<file path="config.mk">
export PLATFORM = sky130hd
export DESIGN_NAME = console_line_ring_writer
export DESIGN_NICKNAME = d
export VERILOG_FILES = /design/src/design/clrw_pkg.sv /design/src/design/clrw_front.sv /design/src/design/clrw_back.sv /design/src/design/console_line_ring_writer.sv
export SDC_FILE = /design/constraint.sdc
export NUM_CORES = 1
export LEC_CHECK = 0
export BUFFER_PORTS_ARGS = -buffer_cell sky130_fd_sc_hd__buf_2
export CAP_MARGIN = 20
export CELL_PAD_IN_SITES_DETAIL_PLACEMENT = 0
export CELL_PAD_IN_SITES_GLOBAL_PLACEMENT = 1
export CORE_MARGIN = 2
export CORE_UTILIZATION = 35
export CTS_CLUSTER_DIAMETER = 120
export DETAILED_ROUTE_END_ITERATION = 16
export GPL_ROUTABILITY_DRIVEN = 0
export PLACE_DENSITY_LB_ADDON = 0.1
export SLEW_MARGIN = 20
export SYNTH_ARGS = -nofsm -noshare
export SYNTH_HDL_FRONTEND = slang
export SYNTH_HIERARCHICAL = 1
export SYNTH_SLANG_ARGS = --single-unit
</file>
<file path="constraint.sdc">
create_clock -name clk -period 9.6 [get_ports clk]
set_input_delay 1.44 -clock clk [delete_from_list [all_inputs] [get_ports clk]]
set_output_delay 1.44 -clock clk [all_outputs]
set_load 0.005 [all_outputs]
</file>
<file path="src/design/clrw_pkg.sv">
// ----------------------------------------------------------------------------
// clrw_pkg
// Types and constants shared by the console line ring writer modules.
// ----------------------------------------------------------------------------
package clrw_pkg;

	// Ring size default
	localparam int RING_LINES_DEF = 256;

	// Byte codes
	localparam logic [7:0] CHAR_TAB     = 8'h09;
	localparam logic [7:0] CHAR_NEWLINE = 8'h0A;
	localparam logic [7:0] CHAR_RETURN  = 8'h0D;
	localparam logic [7:0] CHAR_SPACE   = 8'h20;
	localparam logic [7:0] CHAR_TILDE   = 8'h7E;

	// Line stride register
	localparam int         APB_ADDR_W        = 3;
	localparam int         APB_DATA_W        = 32;
	localparam logic [2:0] ADDR_LINE_STRIDE  = 3'd0;
	localparam logic [7:0] STRIDE_RESET      = 8'd100;
	localparam logic [7:0] STRIDE_MIN        = 8'd8;

	// Tab expansion: stop at a multiple of eight or once this many results are out
	localparam logic [7:0] TAB_MASK        = 8'h07;
	localparam logic [4:0] TAB_RESULT_STOP = 5'd15;

	// Slot numbers are widened to this before the low byte is reported
	localparam int SLOT_EXT_W = 16;

	// Command queue between front and back
	localparam int QUEUE_DEPTH = 2;

	typedef enum logic [1:0] {
		OP_NEWLINE,
		OP_RETURN,
		OP_TAB,
		OP_PRINT
	} op_t;

	typedef struct packed {
		op_t        op;
		logic [7:0] ch;
	} cmd_t;

endpackage

</file>
<file path="src/design/clrw_front.sv">
// ----------------------------------------------------------------------------
// clrw_front
// Classifies incoming bytes into commands and holds them in a two-entry queue.
// ----------------------------------------------------------------------------
module clrw_front
	import clrw_pkg::*;
(
	input  logic       clk,
	input  logic       arst_n,
	input  logic       push,
	input  logic [7:0] text_byte,
	output logic       full,
	output logic       cmd_valid,
	output cmd_t       cmd,
	input  logic       cmd_take
);

	localparam int CNT_W = $clog2(QUEUE_DEPTH + 1);
	localparam int PTR_W = $clog2(QUEUE_DEPTH);

	cmd_t             mem_q [QUEUE_DEPTH];
	logic [PTR_W-1:0] wr_ptr_q;
	logic [PTR_W-1:0] rd_ptr_q;
	logic [CNT_W-1:0] count_q;
	cmd_t             cls;
	logic             keep;
	logic             wr_en;
	logic             rd_en;

	// Classify the byte; drop anything that is neither control nor printable
	always_comb begin
		cls.op = OP_PRINT;
		cls.ch = text_byte;
		keep   = 1'b1;
		unique case (text_byte) inside
			CHAR_NEWLINE: cls.op = OP_NEWLINE;
			CHAR_RETURN:  cls.op = OP_RETURN;
			CHAR_TAB:     cls.op = OP_TAB;
			[CHAR_SPACE:CHAR_TILDE]: cls.op = OP_PRINT;
			default:      keep = 1'b0;
		endcase
	end

	assign full      = (count_q == CNT_W'(QUEUE_DEPTH));
	assign cmd_valid = (count_q != '0);
	assign cmd       = mem_q[rd_ptr_q];
	assign wr_en     = push && !full && keep;
	assign rd_en     = cmd_take && cmd_valid;

	// Store the classified item
	always_ff @(posedge clk) begin
		if (wr_en) begin
			mem_q[wr_ptr_q] <= cls;
		end
	end

	// Advance pointers and fill count
	always_ff @(posedge clk or negedge arst_n) begin
		if (!arst_n) begin
			wr_ptr_q <= '0;
			rd_ptr_q <= '0;
			count_q  <= '0;
		end else begin
			if (wr_en) begin
				wr_ptr_q <= (wr_ptr_q == PTR_W'(QUEUE_DEPTH - 1)) ? '0 : wr_ptr_q + 1'b1;
			end
			if (rd_en) begin
				rd_ptr_q <= (rd_ptr_q == PTR_W'(QUEUE_DEPTH - 1)) ? '0 : rd_ptr_q + 1'b1;
			end
			if (wr_en && !rd_en) begin
				count_q <= count_q + 1'b1;
			end else if (rd_en && !wr_en) begin
				count_q <= count_q - 1'b1;
			end
		end
	end

endmodule

</file>
<file path="src/design/clrw_back.sv">
// ----------------------------------------------------------------------------
// clrw_back
// Carries out commands one result per cycle unless pop stalls it, keeping the
// write column and ring head, and holds each result in a register until taken.
// ----------------------------------------------------------------------------
module clrw_back
	import clrw_pkg::*;
#(
	parameter int RING_LINES = RING_LINES_DEF
) (
	input  logic       clk,
	input  logic       arst_n,
	input  logic       cmd_valid,
	input  cmd_t       cmd,
	output logic       cmd_take,
	input  logic [7:0] line_stride,
	output logic       empty,
	input  logic       pop,
	output logic [7:0] line_index,
	output logic       writes_cell,
	output logic [7:0] cell_column,
	output logic [7:0] character,
	output logic [7:0] line_length,
	output logic       last
);

	localparam int HEAD_W = (RING_LINES > 1) ? $clog2(RING_LINES) : 1;

	logic [HEAD_W-1:0] head_q;
	logic [7:0]        col_q;
	logic [4:0]        cnt_q;
	logic              out_valid_q;

	logic [HEAD_W-1:0] head_next;
	logic [HEAD_W-1:0] head_prev;
	logic [7:0]        stride_eff;
	logic              need_break;
	logic              adv;
	logic [7:0]        col_inc;
	logic [4:0]        cnt_inc;

	logic [HEAD_W-1:0] n_head;
	logic [7:0]        n_col;
	logic [4:0]        n_cnt;
	logic              done;
	logic [HEAD_W-1:0] r_slot;
	logic              r_wr;
	logic [7:0]        r_col;
	logic [7:0]        r_ch;
	logic [7:0]        r_len;
	logic              r_last;

	logic [SLOT_EXT_W-1:0] slot_ext;
	logic [HEAD_W-1:0]     slot_q;

	assign head_next  = (head_q == HEAD_W'(RING_LINES - 1)) ? '0 : head_q + 1'b1;
	assign head_prev  = (head_q == '0) ? HEAD_W'(RING_LINES - 1) : head_q - 1'b1;
	assign stride_eff = (line_stride < STRIDE_MIN) ? STRIDE_MIN : line_stride;
	assign need_break = (col_q >= stride_eff);
	assign col_inc    = col_q + 8'd1;
	assign cnt_inc    = cnt_q + 5'd1;
	assign adv        = cmd_valid && (!out_valid_q || pop);
	assign cmd_take   = adv && done;

	// Work out the next result and the state it leaves
	always_comb begin
		n_head = head_q;
		n_col  = col_q;
		n_cnt  = cnt_q;
		done   = 1'b1;
		r_slot = head_q;
		r_wr   = 1'b0;
		r_col  = '0;
		r_ch   = '0;
		r_len  = '0;
		r_last = 1'b1;
		unique case (cmd.op)
			OP_NEWLINE: begin
				n_head = head_next;
				n_col  = '0;
			end
			OP_RETURN: begin
				r_slot = head_prev;
				n_col  = '0;
			end
			OP_TAB, OP_PRINT: begin
				if (need_break) begin
					// wrap break, a cell write follows
					n_head = head_next;
					n_col  = '0;
					n_cnt  = cnt_inc;
					done   = 1'b0;
					r_last = 1'b0;
				end else begin
					r_slot = head_prev;
					r_wr   = 1'b1;
					r_col  = col_q;
					r_ch   = (cmd.op == OP_TAB) ? CHAR_SPACE : cmd.ch;
					r_len  = col_inc;
					n_col  = col_inc;
					done   = (cmd.op == OP_PRINT) || ((col_inc & TAB_MASK) == '0)
						|| (cnt_inc >= TAB_RESULT_STOP);
					n_cnt  = done ? '0 : cnt_inc;
					r_last = done;
				end
			end
			default: begin
				done = 1'b1;
			end
		endcase
	end

	// Update column, head and per-item count
	always_ff @(posedge clk or negedge arst_n) begin
		if (!arst_n) begin
			head_q      <= '0;
			col_q       <= '0;
			cnt_q       <= '0;
			out_valid_q <= 1'b0;
		end else begin
			if (adv) begin
				head_q <= n_head;
				col_q  <= n_col;
				cnt_q  <= n_cnt;
			end
			if (adv) begin
				out_valid_q <= 1'b1;
			end else if (pop) begin
				out_valid_q <= 1'b0;
			end
		end
	end

	// Hold the result payload
	always_ff @(posedge clk) begin
		if (adv) begin
			slot_q      <= r_slot;
			writes_cell <= r_wr;
			cell_column <= r_col;
			character   <= r_ch;
			line_length <= r_len;
			last        <= r_last;
		end
	end

	assign slot_ext   = SLOT_EXT_W'(slot_q);
	assign line_index = slot_ext[7:0];
	assign empty      = !out_valid_q;

endmodule

</file>
<file path="src/design/console_line_ring_writer.sv">
// ----------------------------------------------------------------------------
// console_line_ring_writer
// Turns a console byte stream into line updates on a ring of stored lines.
//
//   channel   direction  handshake          payload
//   input     in         push / full        text_byte
//   result    out        pop / empty        line_index, writes_cell,
//                                           cell_column, character,
//                                           line_length, last
//   config    in         psel/penable/...   line_stride at byte address 0
//
// The back sequencer issues one result per cycle while the result register
// is free or popped. Printable bytes, newline and carriage return give one
// result each, printable bytes two when a wrap break comes first; a tab gives
// up to fifteen results, breaks included. Other bytes are dropped. Reset is
// asynchronous. full rises while the two-entry command queue holds two items;
// a stalled pop holds the result register and, behind it, the sequencer.
// ----------------------------------------------------------------------------
module console_line_ring_writer
	import clrw_pkg::*;
#(
	parameter int RING_LINES = RING_LINES_DEF
) (
	input  logic                  clk,
	input  logic                  arst_n,
	input  logic                  push,
	output logic                  full,
	input  logic [7:0]            text_byte,
	output logic                  empty,
	input  logic                  pop,
	output logic [7:0]            line_index,
	output logic                  writes_cell,
	output logic [7:0]            cell_column,
	output logic [7:0]            character,
	output logic [7:0]            line_length,
	output logic                  last,
	input  logic                  psel,
	input  logic                  penable,
	input  logic                  pwrite,
	input  logic [APB_ADDR_W-1:0] paddr,
	input  logic [APB_DATA_W-1:0] pwdata,
	output logic [APB_DATA_W-1:0] prdata,
	output logic                  pready
);

	logic [7:0] stride_q;
	logic       cmd_valid;
	logic       cmd_take;
	cmd_t       cmd;

	// Line stride register
	assign pready = 1'b1;

	always_ff @(posedge clk or negedge arst_n) begin
		if (!arst_n) begin
			stride_q <= STRIDE_RESET;
		end else if (psel && penable && pwrite && pready && (paddr == ADDR_LINE_STRIDE)) begin
			stride_q <= pwdata[7:0];
		end
	end

	always_comb begin
		prdata = '0;
		if (paddr == ADDR_LINE_STRIDE) begin
			prdata = APB_DATA_W'(stride_q);
		end
	end

	clrw_front u_front (
		.clk       (clk),
		.arst_n    (arst_n),
		.push      (push),
		.text_byte (text_byte),
		.full      (full),
		.cmd_valid (cmd_valid),
		.cmd       (cmd),
		.cmd_take  (cmd_take)
	);

	clrw_back #(
		.RING_LINES (RING_LINES)
	) u_back (
		.clk         (clk),
		.arst_n      (arst_n),
		.cmd_valid   (cmd_valid),
		.cmd         (cmd),
		.cmd_take    (cmd_take),
		.line_stride (stride_q),
		.empty       (empty),
		.pop         (pop),
		.line_index  (line_index),
		.writes_cell (writes_cell),
		.cell_column (cell_column),
		.character   (character),
		.line_length (line_length),
		.last        (last)
	);

endmodule

</file>
# After elaboration in Yosys (flattened, before gate mapping)
# Memory sizes are Yosys's and may differ from the RTL's.
# Index checks and enable logic that the tools add are counted.
totals:
  ff_bits: 68
  word_cells: 98
  memories: 1
  output_inout_bits: 69
  in_bits: 50
  ramBits: 20
memory_table:
  columns: ["name", "depth", "word_bits", "read_ports", "rd_clocked_by_memory_dff", "wr", "line_no", "text"]
  rows:
  - ["u_front.mem_q", 2, 10, 1, 0, 1, "clrw_front.sv:21", "cmd_t mem_q [QUEUE_DEPTH];"]
classes:
  add_sub_neg: 8
  mux: 26
  magnitude_cmp: 5
  eq_ne: 9
  n_reduce_logical: 33
  bitwise_logic: 1
ops:
  columns: ["op", "count"]
  rows:
  - ["8-bit 2-to-1 mux", 7]
  - ["8-bit one-hot mux with 2 select lines", 3]
  - ["8-bit by 4-bit equality test with 1-bit output (second input constant)", 3]
  - ["8-bit by 1-bit adder with 8-bit output (second input constant)", 2]
  - ["8-bit logical NOT", 2]
  - ["1-bit logical AND", 11]
  - ["1-bit 2-to-1 mux", 10]
  - ["5-bit 2-to-1 mux", 2]
  - ["8-bit equality test (second input constant)", 1]
  - ["8-bit by 6-bit >= comparator with 1-bit output (second input constant)", 1]
  - ["8-bit >= comparator", 1]
  - ["8-bit by 7-bit less-or-equal comparator with 1-bit output (second input constant)", 1]
  - ["8-bit by 4-bit less-than comparator with 1-bit output (second input constant)", 1]
  - ["2-bit nonzero test", 4]
  - ["8-bit by 1-bit subtractor with 8-bit output (second input constant)", 1]
  - ["2-bit equality test (second input constant)", 3]
  - ["6-bit 2-to-1 mux", 1]
  - ["2-bit one-hot mux with 3 select lines", 1]
  - ["2-bit OR reduction", 3]
  - ["5-bit by 1-bit adder with 5-bit output (second input constant)", 1]
  - ["5-bit by 4-bit >= comparator with 1-bit output (second input constant)", 1]
  - ["1-bit logical NOT", 4]
  - ["2-bit 2-to-1 mux", 2]
  - ["4-bit OR reduction", 1]
  - ["12 further kinds", 15]

# Logic depth before layout (Yosys ltp)
# Gate-level depths: netlist of the first run.
depth:
  depth_word: 11
  ltp_mapped: 15
  ltp_nobuf: 14

# Cells and area by module
# Netlist of the first run, hierarchy kept.
by_module_without_submodules:
  columns: ["module", "instances", "cells_each", "seq_area_each_um2", "area_per_inst_um2"]
  rows:
  - ["clrw_back", 1, 265, 1571.5, 2825.2]
  - ["clrw_front", 1, 64, 700.7, 1034.7]
  - ["console_line_ring_writer", 1, 54, 203.9, 626.9]

# Worst setup path after synthesis of the first run
# No wires, ideal clock.
synth_path:
  path_type: "input to output"
  startpoint: "input port paddr[1]"
  endpoint: "output port prdata[0]"
  cell_stages: 2
  required_ns: 8.160
  setup_slack_ns: 6.309
  path_buffers: 0
  arrival_time_ns: 1.851
  cell_sequence: "nor3_4 > and2_2"
synth_between:
  elab_chain_cells: 2
synth_lines:
  columns: ["item", "line_no", "text"]
  rows:
  - ["start: declaration", "console_line_ring_writer.sv:40", "input logic [APB_ADDR_W-1:0] paddr,"]
  - ["3-bit logical NOT", "console_line_ring_writer.sv:64", "if (paddr == ADDR_LINE_STRIDE) begin"]
  - ["8-bit 2-to-1 mux", "console_line_ring_writer.sv:64", null]
  - ["end: declaration", "console_line_ring_writer.sv:42", "output logic [APB_DATA_W-1:0] prdata,"]
# Every way passes these cells.

# Worst setup path after layout of the first run
layout_path:
  startpoint: "input port paddr[1]"
  endpoint: "output port prdata[7]"
# The elaborated chain is that of the path after synthesis.

==> results of run 1 <==
==> metal layers <==
layer  wire, um  track usage  part of all wire  up-vias
met1       4010        0.173              0.46     1389
met2       4100        0.209              0.48       67
li1           -            -                 -     1449
met5          0            0                 0        -
met3        397       0.0474             0.046       10
met4        123       0.0478             0.014        0
==> flip-flops by register name (all words and copies together) (netlist names) <==
register            cells
u_back/character        8
u_back/out_valid_q      1
u_back/col_q            8
u_front/wr_ptr_q        1
u_front/count_q         2
stride_q                8
u_back/cell_column      8
u_back/writes_cell      1
u_back/last             1
u_back/cnt_q            5
u_front/mem_q          20
u_back/head_q           8
u_front/rd_ptr_q        1
u_back/line_index       8
u_back/line_length      8
==> critical path: stages <==
cell and delay, ns:
buf_2 0.11, nor3_4 0.31, and2_2 0.19, buf_2 0.10
==> cells in the final DEF, fill, tap and decap left out, drive strengths merged, types with 11 or more instances in the layout <==
cell     n
xnor2   12
ha      15
and3    20
mux2    19
conb    25
nor2    21
and2    11
nand3   18
o21ai   12
edfxtp  54
nand2   30
inv     23
buf     70
a21oi   15
dfrtp   31
==> metrics by stage <==
stage	power (mW)	instance area [sq um]	setup slack, ns	cells
CTS	1.43	5180	5.99	626
finish	1.41	5180	6.01	626
detailed placement	1.08	4880	5.96	610
global route	1.52	5180	5.88	626
global placement	1.07	4880	5.98	610
floorplan	0.924	4570	6.31	406
==> kinds of logic (layout without fill, tap and decap cells) <==
family | Yosys count | in the layout | synth area share
AND/OR/NAND/NOR | 132 | 132 | 0.163
flip-flops | 88 | 88 | 0.552
buffers and inverters | 56 | 104 | 0.0722
AO/OA/AOI/OAI | 52 | 52 | 0.0764
XOR/XNOR | 19 | 19 | 0.0388
multiplexers | 19 | 19 | 0.0544
adder cells (fa/ha/maj) | 15 | 15 | 0.0418
other | 2 | 25 | 0.00167
==> cell type report <==
| cell class | instances | area share |
|---|---|---|
| sequential | 88 | 0.478 |
| multi-input combinational | 262 | 0.342 |
| timing repair buffer | 70 | 0.0681 |
| clock buffer | 9 | 0.0435 |
| tap | 172 | 0.0415 |
| clock inverter | 7 | 0.0135 |
| inverter | 18 | 0.0130 |
==> worst max path at each step <==
stage / end / slack [ns] / from
after floorplan: prdata[0] / 6.31 / paddr[1]
after global placement: u_back/cnt_q[4] / 5.98 / pop
after detailed placement: u_back/cnt_q[4] / 5.96 / pop
after CTS: prdata[7] / 5.99 / paddr[1]
after global routing: u_front/count_q[1] / 5.88 / stride_q[4]
final: prdata[7] / 6.01 / paddr[1]
==> power by group through the flow <==
stage	clock [mW]	combinational [mW]	sequential, mW
after floorplan	0	0.317	0.607
after CTS	0.359	0.441	0.633
final	0.346	0.433	0.629
after detailed placement	0	0.440	0.640
after global routing	0.375	0.497	0.647
after global placement	0	0.438	0.637
==> flow_metrics.py, run 1 <==
metrics = {
    "status": {
        "status": "finished, final reports clean",
    },
    "sta": {
        "final.setup.tns_ns": 0,
        "tightest_slew_ns": 0.891,
        "grt_setup_unrepaired": "no",
        "whs_ns": 0.484,
        "report.final.slew_viol_count": 0,
        "finalSetupViolations": 0,
        "worst_clock_skew_ns": 0.00999,
        "max_freq_mhz": 278,
        "layout_worst_path_cycle_share": 0.374,
        "slew_headroom": 0.404,
        "finalHoldViolCount": 0,
        "fin_crit_ns": 3.59,
    },
    "place": {
        "dpl.hpwl_um": 5890,
        "portBuffers": 69,
    },
    "yosys": {
        "synth-edff-count": 54,
        "seq_area_frac_synth": 0.552,
        "synthTopCellsByArea": "edfxtp_1, dfrtp_1, buf_4",
        "yosysUniqueCellTypes": 53,
        "async_flop_share": 0.386,
        "syn_inst": 383,
        "synth_top_area_frac": 0.361,
        "synth_largest_area_cell": "edfxtp_1",
        "avgSynthCellArea_sq_um": 11.7,
        "ys_top_cells_by_count": "edfxtp_1, dfrtp_1, nand2_1, buf_4, nor2_1",
        "synth_area_sq_um": 4490,
        "synth_flop_cell": "edfxtp_1",
        "yosysWarnings": 6,
        "synth-seq-cells": 88,
        "synth.most_common_cell": "edfxtp_1",
    },
    "power_and_ir_drop": {
        "p_sw_mw": 0.498,
        "combPwrFrac": 0.307,
        "switching_share": 0.353,
        "irDropWorstVdd_v": 0.000175,
        "clkPwrFrac": 0.246,
        "leakage_nw": 2.22,
        "p_seq_frac": 0.447,
        "cellInternalPower_mw": 0.911,
        "p_per_area_nw_per_um2": 272,
    },
    "clock_tree": {
        "ctsResizeCount": 0,
        "clock_latency_ns": 0.35,
        "cts_made_buffers": 9,
        "h-tree-depth": 3,
        "clkSlewWorstSetupHoldPaths_ns": 0.07,
        "cts_setup_buffers": 0,
        "cts_max_path_buffers": 2,
        "clockRootBuffer": "clkbuf_16",
        "hold_buffers": 0,
        "tritoncts": "built",
        "cts_sinks": 88,
    },
    "setup_path": {
        "worst_r2r_endpoint": "u_front/count_q[1]",
        "worst-setup-path-type": "in2out",
        "rr_worst_depth": 14,
        "worst_ep_required_time_ns": 8.16,
        "cp.arrival_ns": 2.15,
        "timing.rr.start": "stride_q[4]",
        "critPathLaunchType": "input port",
        "r2r_setup_slack_ns": 6.18,
        "path_max_fanout": 9,
        "cp-end-kind": "output port",
    },
    "floorplanning": {
        "start_util": 0.357,
        "fp.dieH_um": 117,
        "rows": 41,
        "core_area_sq_um": 12600,
        "io_pins": 119,
        "die_area_sq_um": 13700,
        "fp.dieW_um": 117,
    },
    "finish": {
        "num_antenna_cells": 0,
        "drive_gt1_frac": 0.289,
        "n_fill_cell": 1232,
        "syn_to_final_growth_pct": 15.4,
        "fin_util": 0.412,
        "multi_input_area_sq_um": 1770,
        "nets": 514,
        "layout.area.seq_sq_um": 2480,
    },
    "grt": {
        "grt_usage": 0.134,
        "antenna_found_initial": 0,
        "grt_pass1_wl_um": 13900,
        "grt_max_degree": 45,
        "grt_pass1_vias": 2752,
        "gr-total-overflow": 0,
    },
    "worst_hold_path": {
        "holdPathStages": 1,
        "hp-class": "reg2reg",
        "holdCritStartpoint": "u_front/wr_ptr_q",
        "min_to": "u_front/wr_ptr_q",
    },
    "detailed_routing": {
        "drtAntennaViolNets": 0,
        "avgViaCountPerCell": 4.66,
        "routed_wl_um": 8640,
        "dr.pass1.iters": 4,
        "drt_iter0_drc": 145,
        "vias": 2915,
        "drcViolationCount": 0,
        "wl_per_cell_um": 13.8,
    },
    "job": {
        "drv_cap": 0,
    },
}
No activity file was read; power rests on OpenSTA's default activity.
==> run 2, diff against run 1 <==
clock period = 3.1 ns   (was 9.6 ns; I/O delays follow)
==> run 2 against run 1 <==
Power grew to 3.2 times the previous value. Design area is 2.9% higher. Core utilization is 1.2 points higher. Combinational power grew to 3.6 times the previous value. Critical path type is now reg2reg. Largest cell class unchanged.
==> flow_metrics.py, run 2 (synthesis results as in run 1) <==
metrics = {
    "grt": {
        "grt_pass1_vias": 2728,
        "antenna_found_initial": 0,
        "grt_usage": 0.136,
        "grt_max_degree": 35,
        "gr-total-overflow": 0,
        "grt_pass1_wl_um": 14100,
    },
    "sta": {
        "finalHoldViolCount": 0,
        "finalSetupViolations": 0,
        "max_freq_mhz": 351,
        "report.final.slew_viol_count": 0,
        "tightest_slew_ns": 0.845,
        "worst_clock_skew_ns": 0.00635,
        "grt_setup_unrepaired": "no",
        "layout_worst_path_cycle_share": 0.919,
        "whs_ns": 0.232,
        "slew_headroom": 0.437,
        "fin_crit_ns": 2.85,
    },
    "clock_tree": {
        "cts_made_buffers": 9,
        "clockRootBuffer": "clkbuf_16",
        "clkSlewWorstSetupHoldPaths_ns": 0.06,
        "cts_sinks": 88,
        "clock_latency_ns": 0.34,
        "hold_buffers": 0,
        "h-tree-depth": 3,
        "tritoncts": "built",
        "cts_max_path_buffers": 2,
    },
    "finish": {
        "n_fill_cell": 1225,
        "drive_gt1_frac": 0.318,
        "num_antenna_cells": 0,
        "fin_util": 0.424,
        "largest_reg_flops": 20,
        "final_common_cell": "buf_2",
        "final_cell_mix": "buf_2, edfxtp_1, dfrtp_1",
        "largest_register": "u_front/mem_q",
        "syn_to_final_growth_pct": 18.9,
        "nets": 531,
    },
    "floorplanning": {
        "rows": 41,
        "die_area_sq_um": 13700,
        "io_pins": 119,
        "fp.dieW_um": 117,
        "fp.dieH_um": 117,
        "core_area_sq_um": 12600,
        "start_util": 0.357,
    },
    "status": {
        "status": "finished, final reports clean",
    },
    "power_and_ir_drop": {
        "switching_share": 0.337,
        "leakage_nw": 2.31,
        "clkPwrFrac": 0.236,
        "p_sw_mw": 1.53,
        "p_seq_frac": 0.421,
        "p_per_area_nw_per_um2": 849,
        "cellInternalPower_mw": 3.00,
        "irDropWorstVdd_v": 0.000362,
        "combPwrFrac": 0.343,
    },
    "setup_path": {
        "cp_cell_sequence": "nor4_4 > nand2b_1 > and2_1 > ha_1 > and3_1 > o21ai_1 > a31o_2 > buf_4 > a21bo_2 > or4_4 > xnor2_2",
        "worst_ep_required_time_ns": 3.32,
        "cp-end-kind": "register",
        "critPathLaunchType": "register",
        "critPathBufInv": 1,
        "crit_family": "simple AND/OR/NAND/NOR gates",
        "crit_path_top_delay_cell": "or4_4",
        "cp.arrival_ns": 3.07,
        "path_max_fanout": 7,
        "worst-setup-path-type": "reg2reg",
        "slowest_delay_ns": 0.55,
    },
    "place": {
        "portBuffers": 69,
        "dpl.hpwl_um": 6320,
    },
    "detailed_routing": {
        "routed_wl_um": 8870,
        "wl_per_cell_um": 13.8,
        "drcViolationCount": 0,
        "drtAntennaViolNets": 0,
        "dr.pass1.iters": 4,
        "drt_iter0_drc": 102,
        "vias": 2970,
        "avgViaCountPerCell": 4.62,
    },
    "worst_hold_path": {
        "hp-class": "in2async",
    },
    "job": {
        "drv_cap": 0,
    },
}
run 2: layout make-up:
cell class,instances,area [sq um],area share
Inverter,18,67.6,0.0127
Multi-Input combinational cell,262,1800,0.338
Tap cell,172,215,0.0404
Clock buffer,10,229,0.0429
Clock inverter,6,61.3,0.0115
Timing Repair Buffer,87,480,0.0901
Sequential cell,88,2480,0.464
run 2: power by group through the flow:
stage	logic, mW	clock network, mW	registers, mW
CTS	1.55	1.10	1.91
finish	1.55	1.07	1.91
global route	1.76	1.15	1.96
floorplan	0.982	0	1.88
detailed placement	1.54	0	1.93
global placement	1.53	0	1.92
run 2: final timing paths:
check                                      start          endpoint  slack [ns]  cells past startpoint
worst max-delay path                 stride_q[6]  u_back/head_q[6]        0.25                     11
max in group asynchronous                 arst_n  u_back/head_q[7]        2.34                      1
worst max register to register       stride_q[6]  u_back/head_q[6]        0.25                     11
worst min register to register  u_front/wr_ptr_q  u_front/wr_ptr_q        0.49                      1
worst min-delay path                      arst_n   u_back/cnt_q[0]        0.23                      1
min in group clk                       pwdata[1]       stride_q[1]        0.36                      2
run 2: stage by stage:
| step | TNS [ns] | worst slack (ns) | total power, mW | instances | instance area (sq um) |
|---|---|---|---|---|---|
| 4_1_cts | 0 | 0.0427 | 4.56 | 641 | 5290 |
| 2_1_floorplan | 0 | 0.105 | 2.86 | 406 | 4570 |
| 5_1_grt | 0 | 0.0536 | 4.87 | 643 | 5330 |
| 3_5_place_dp | -0.00243 | -0.00243 | 3.47 | 625 | 5000 |
| 6_report | 0 | 0.252 | 4.53 | 643 | 5330 |
| 3_3_place_gp | 0 | 0.0485 | 3.45 | 625 | 5000 |
run 2: routing by layer:
metal | global-route usage | vias to the layer above | share of wire
met3 | 0.0278 | 10 | 0.035
met2 | 0.208 | 55 | 0.46
met1 | 0.187 | 1419 | 0.49
met5 | 0 | - | 0
met4 | 0.0588 | 0 | 0.016
li1 | - | 1486 | -
run 2: what timing repair did:
item                       in CTS  in global routing
pin swaps                       0                  3
gates resized for setup         1                  4
buffers inserted                0                  2
setup endpoints to repair       1                 11
==> run 3, diff against run 2 <==
CORE_MARGIN = not set   (was 2)
SLEW_MARGIN = not set   (was 20)
==> run 3 against run 2 <==
Worst setup slack improved by 0.037 ns. Sequential share of layout area rose by 0.25 points. Clock power hardly changed. Register-to-register slack improved by 0.04 ns. Wire length is 2.1% lower. Critical path type unchanged. Critical endpoint is now u_front/count_q[1]. Largest cell class unchanged.
==> flow_metrics.py, run 3 (synthesis results as in run 1) <==
metrics = {
    "status": {
        "status": "finished, final reports clean",
    },
    "finish": {
        "nets": 528,
        "drive_gt1_frac": 0.314,
        "layout.area.seq_sq_um": 2480,
        "final_cell_mix": "buf_2, edfxtp_1, dfrtp_1",
        "n_fill_cell": 1205,
        "syn_to_final_growth_pct": 18.2,
        "num_antenna_cells": 0,
        "multi_input_area_sq_um": 1800,
        "fin_util": 0.433,
        "final_cells": 636,
        "postLayoutCellArea_sq_um": 5300,
        "largest_reg_flops": 20,
        "final_common_cell": "buf_2",
        "largest_register": "u_front/mem_q",
    },
    "sta": {
        "slew_headroom": 0.436,
        "fin_crit_ns": 2.81,
        "grt_setup_unrepaired": "no",
        "report.final.slew_viol_count": 0,
        "max_freq_mhz": 356,
        "whs_ns": 0.217,
        "final.setup.worst_slack_ns": 0.290,
        "final.setup.tns_ns": 0,
        "layout_worst_path_cycle_share": 0.907,
        "finalSetupViolations": 0,
        "finalHoldViolCount": 0,
        "worst_clock_skew_ns": 0.00431,
        "tightest_slew_ns": 0.846,
    },
    "floorplanning": {
        "start_util": 0.366,
        "io_pins": 119,
        "rows": 40,
        "die_area_sq_um": 13300,
        "fp.dieH_um": 115,
        "fp.dieW_um": 115,
        "core_area_sq_um": 12300,
    },
    "place": {
        "place_area_sq_um": 4980,
        "dpl.hpwl_um": 6290,
        "place_ws_ns": -0.000736,
        "placed_cells": 620,
        "portBuffers": 69,
    },
    "grt": {
        "antenna_found_initial": 0,
        "grt_usage": 0.143,
        "grt_pass1_vias": 2876,
        "gr-total-overflow": 0,
        "grt_pass1_wl_um": 14000,
        "grt_max_degree": 35,
    },
    "setup_path": {
        "rr_worst_depth": 14,
        "worst_ep_required_time_ns": 3.38,
        "path_max_fanout": 6,
        "cp-end-kind": "register",
        "crit_start": "stride_q[7]",
        "timing.rr.start": "stride_q[7]",
        "critPathLaunchType": "register",
        "critPathCapture": "u_front/count_q[1]",
        "cp.arrival_ns": 3.09,
        "worst_r2r_endpoint": "u_front/count_q[1]",
        "worst-setup-path-type": "reg2reg",
        "r2r_setup_slack_ns": 0.29,
    },
    "power_and_ir_drop": {
        "finalPower_mw": 4.51,
        "leakage_nw": 2.30,
        "clkPwrFrac": 0.242,
        "cellInternalPower_mw": 2.99,
        "p_sw_mw": 1.53,
        "p_seq_frac": 0.422,
        "switching_share": 0.338,
        "irDropWorstVdd_v": 0.000276,
        "combPwrFrac": 0.336,
        "p_per_area_nw_per_um2": 851,
    },
    "detailed_routing": {
        "wl_per_cell_um": 13.7,
        "met3WireLength_um": 341,
        "drcViolationCount": 0,
        "dr.max_layer_used": "met4",
        "drt-met1-wl_um": 3990,
        "met2_length_um": 4220,
        "avgViaCountPerCell": 4.63,
        "drt_iter0_drc": 144,
        "routed_wl_um": 8690,
        "drtAntennaViolNets": 0,
        "vias": 2942,
        "dr.pass1.iters": 4,
    },
    "clock_tree": {
        "cts_max_path_buffers": 2,
        "clock_latency_ns": 0.35,
        "clockRootBuffer": "clkbuf_16",
        "h-tree-depth": 3,
        "clkSlewWorstSetupHoldPaths_ns": 0.06,
        "cts_sinks": 88,
        "tritoncts": "built",
        "cts_made_buffers": 9,
        "cts_setup_buffers": 0,
    },
    "worst_hold_path": {
        "hp-class": "in2async",
    },
    "job": {
        "drv_cap": 0,
    },
}
-- run 3: cell type report --
| class | instances | area share |
|---|---|---|
| clock inverters | 7 | 0.0132 |
| well taps | 168 | 0.0396 |
| multi-input cells | 262 | 0.339 |
| flip-flops and latches | 88 | 0.467 |
| repair buffers | 84 | 0.0863 |
| inverters | 18 | 0.0127 |
| clock buffers | 9 | 0.0425 |
-- run 3: critical path, stage by stage, from the launching register on --
cell      delay, ns
dfrtp_1        0.41
nor4_4         0.30
nand2b_1       0.11
and2_1         0.17
ha_1           0.26
and3_1         0.15
o21ai_1        0.15
a31o_4         0.22
o211ai_1       0.13
a21oi_1        0.16
nand2_1        0.10
ha_1           0.20
xor2_1         0.15
nor2_1         0.12
xnor2_1        0.12
-- run 3: how the worst min path moves through the flow --
stage,end,slack (ns),cells past startpoint
after floorplan,stride_q[0],0.17,0
after global placement,u_front/wr_ptr_q,0.47,1
after detailed placement,u_front/wr_ptr_q,0.47,1
after CTS,u_back/cnt_q[2],0.24,1
after global routing,u_back/col_q[2],0.28,1
final,u_back/cnt_q[2],0.22,1
-- run 3: layer usage --
| metal | global-route usage | up-vias |
|---|---|---|
| met5 | 0 | - |
| met4 | 0.0727 | 0 |
| met3 | 0.0364 | 9 |
| met2 | 0.234 | 66 |
| met1 | 0.174 | 1386 |
| li1 | - | 1481 |
-- run 3: power groups by stage --
stage,clock network (mW),registers [mW],logic (mW)
after floorplan,0,1.88,0.982
after detailed placement,0,1.93,1.52
after global placement,0,1.92,1.50
after global routing,1.17,1.96,1.71
final,1.09,1.91,1.52
after CTS,1.13,1.91,1.53
-- run 3: timing repair --
| item | CTS | global route |
|---|---|---|
| hold endpoints to repair | 0 | 0 |
| hold buffers | 0 | 0 |
| gates resized for setup | 1 | 3 |
| gates cloned | 0 | 0 |
| pin swaps | 0 | 1 |
| endpoints found under the setup margin | 1 | 7 |
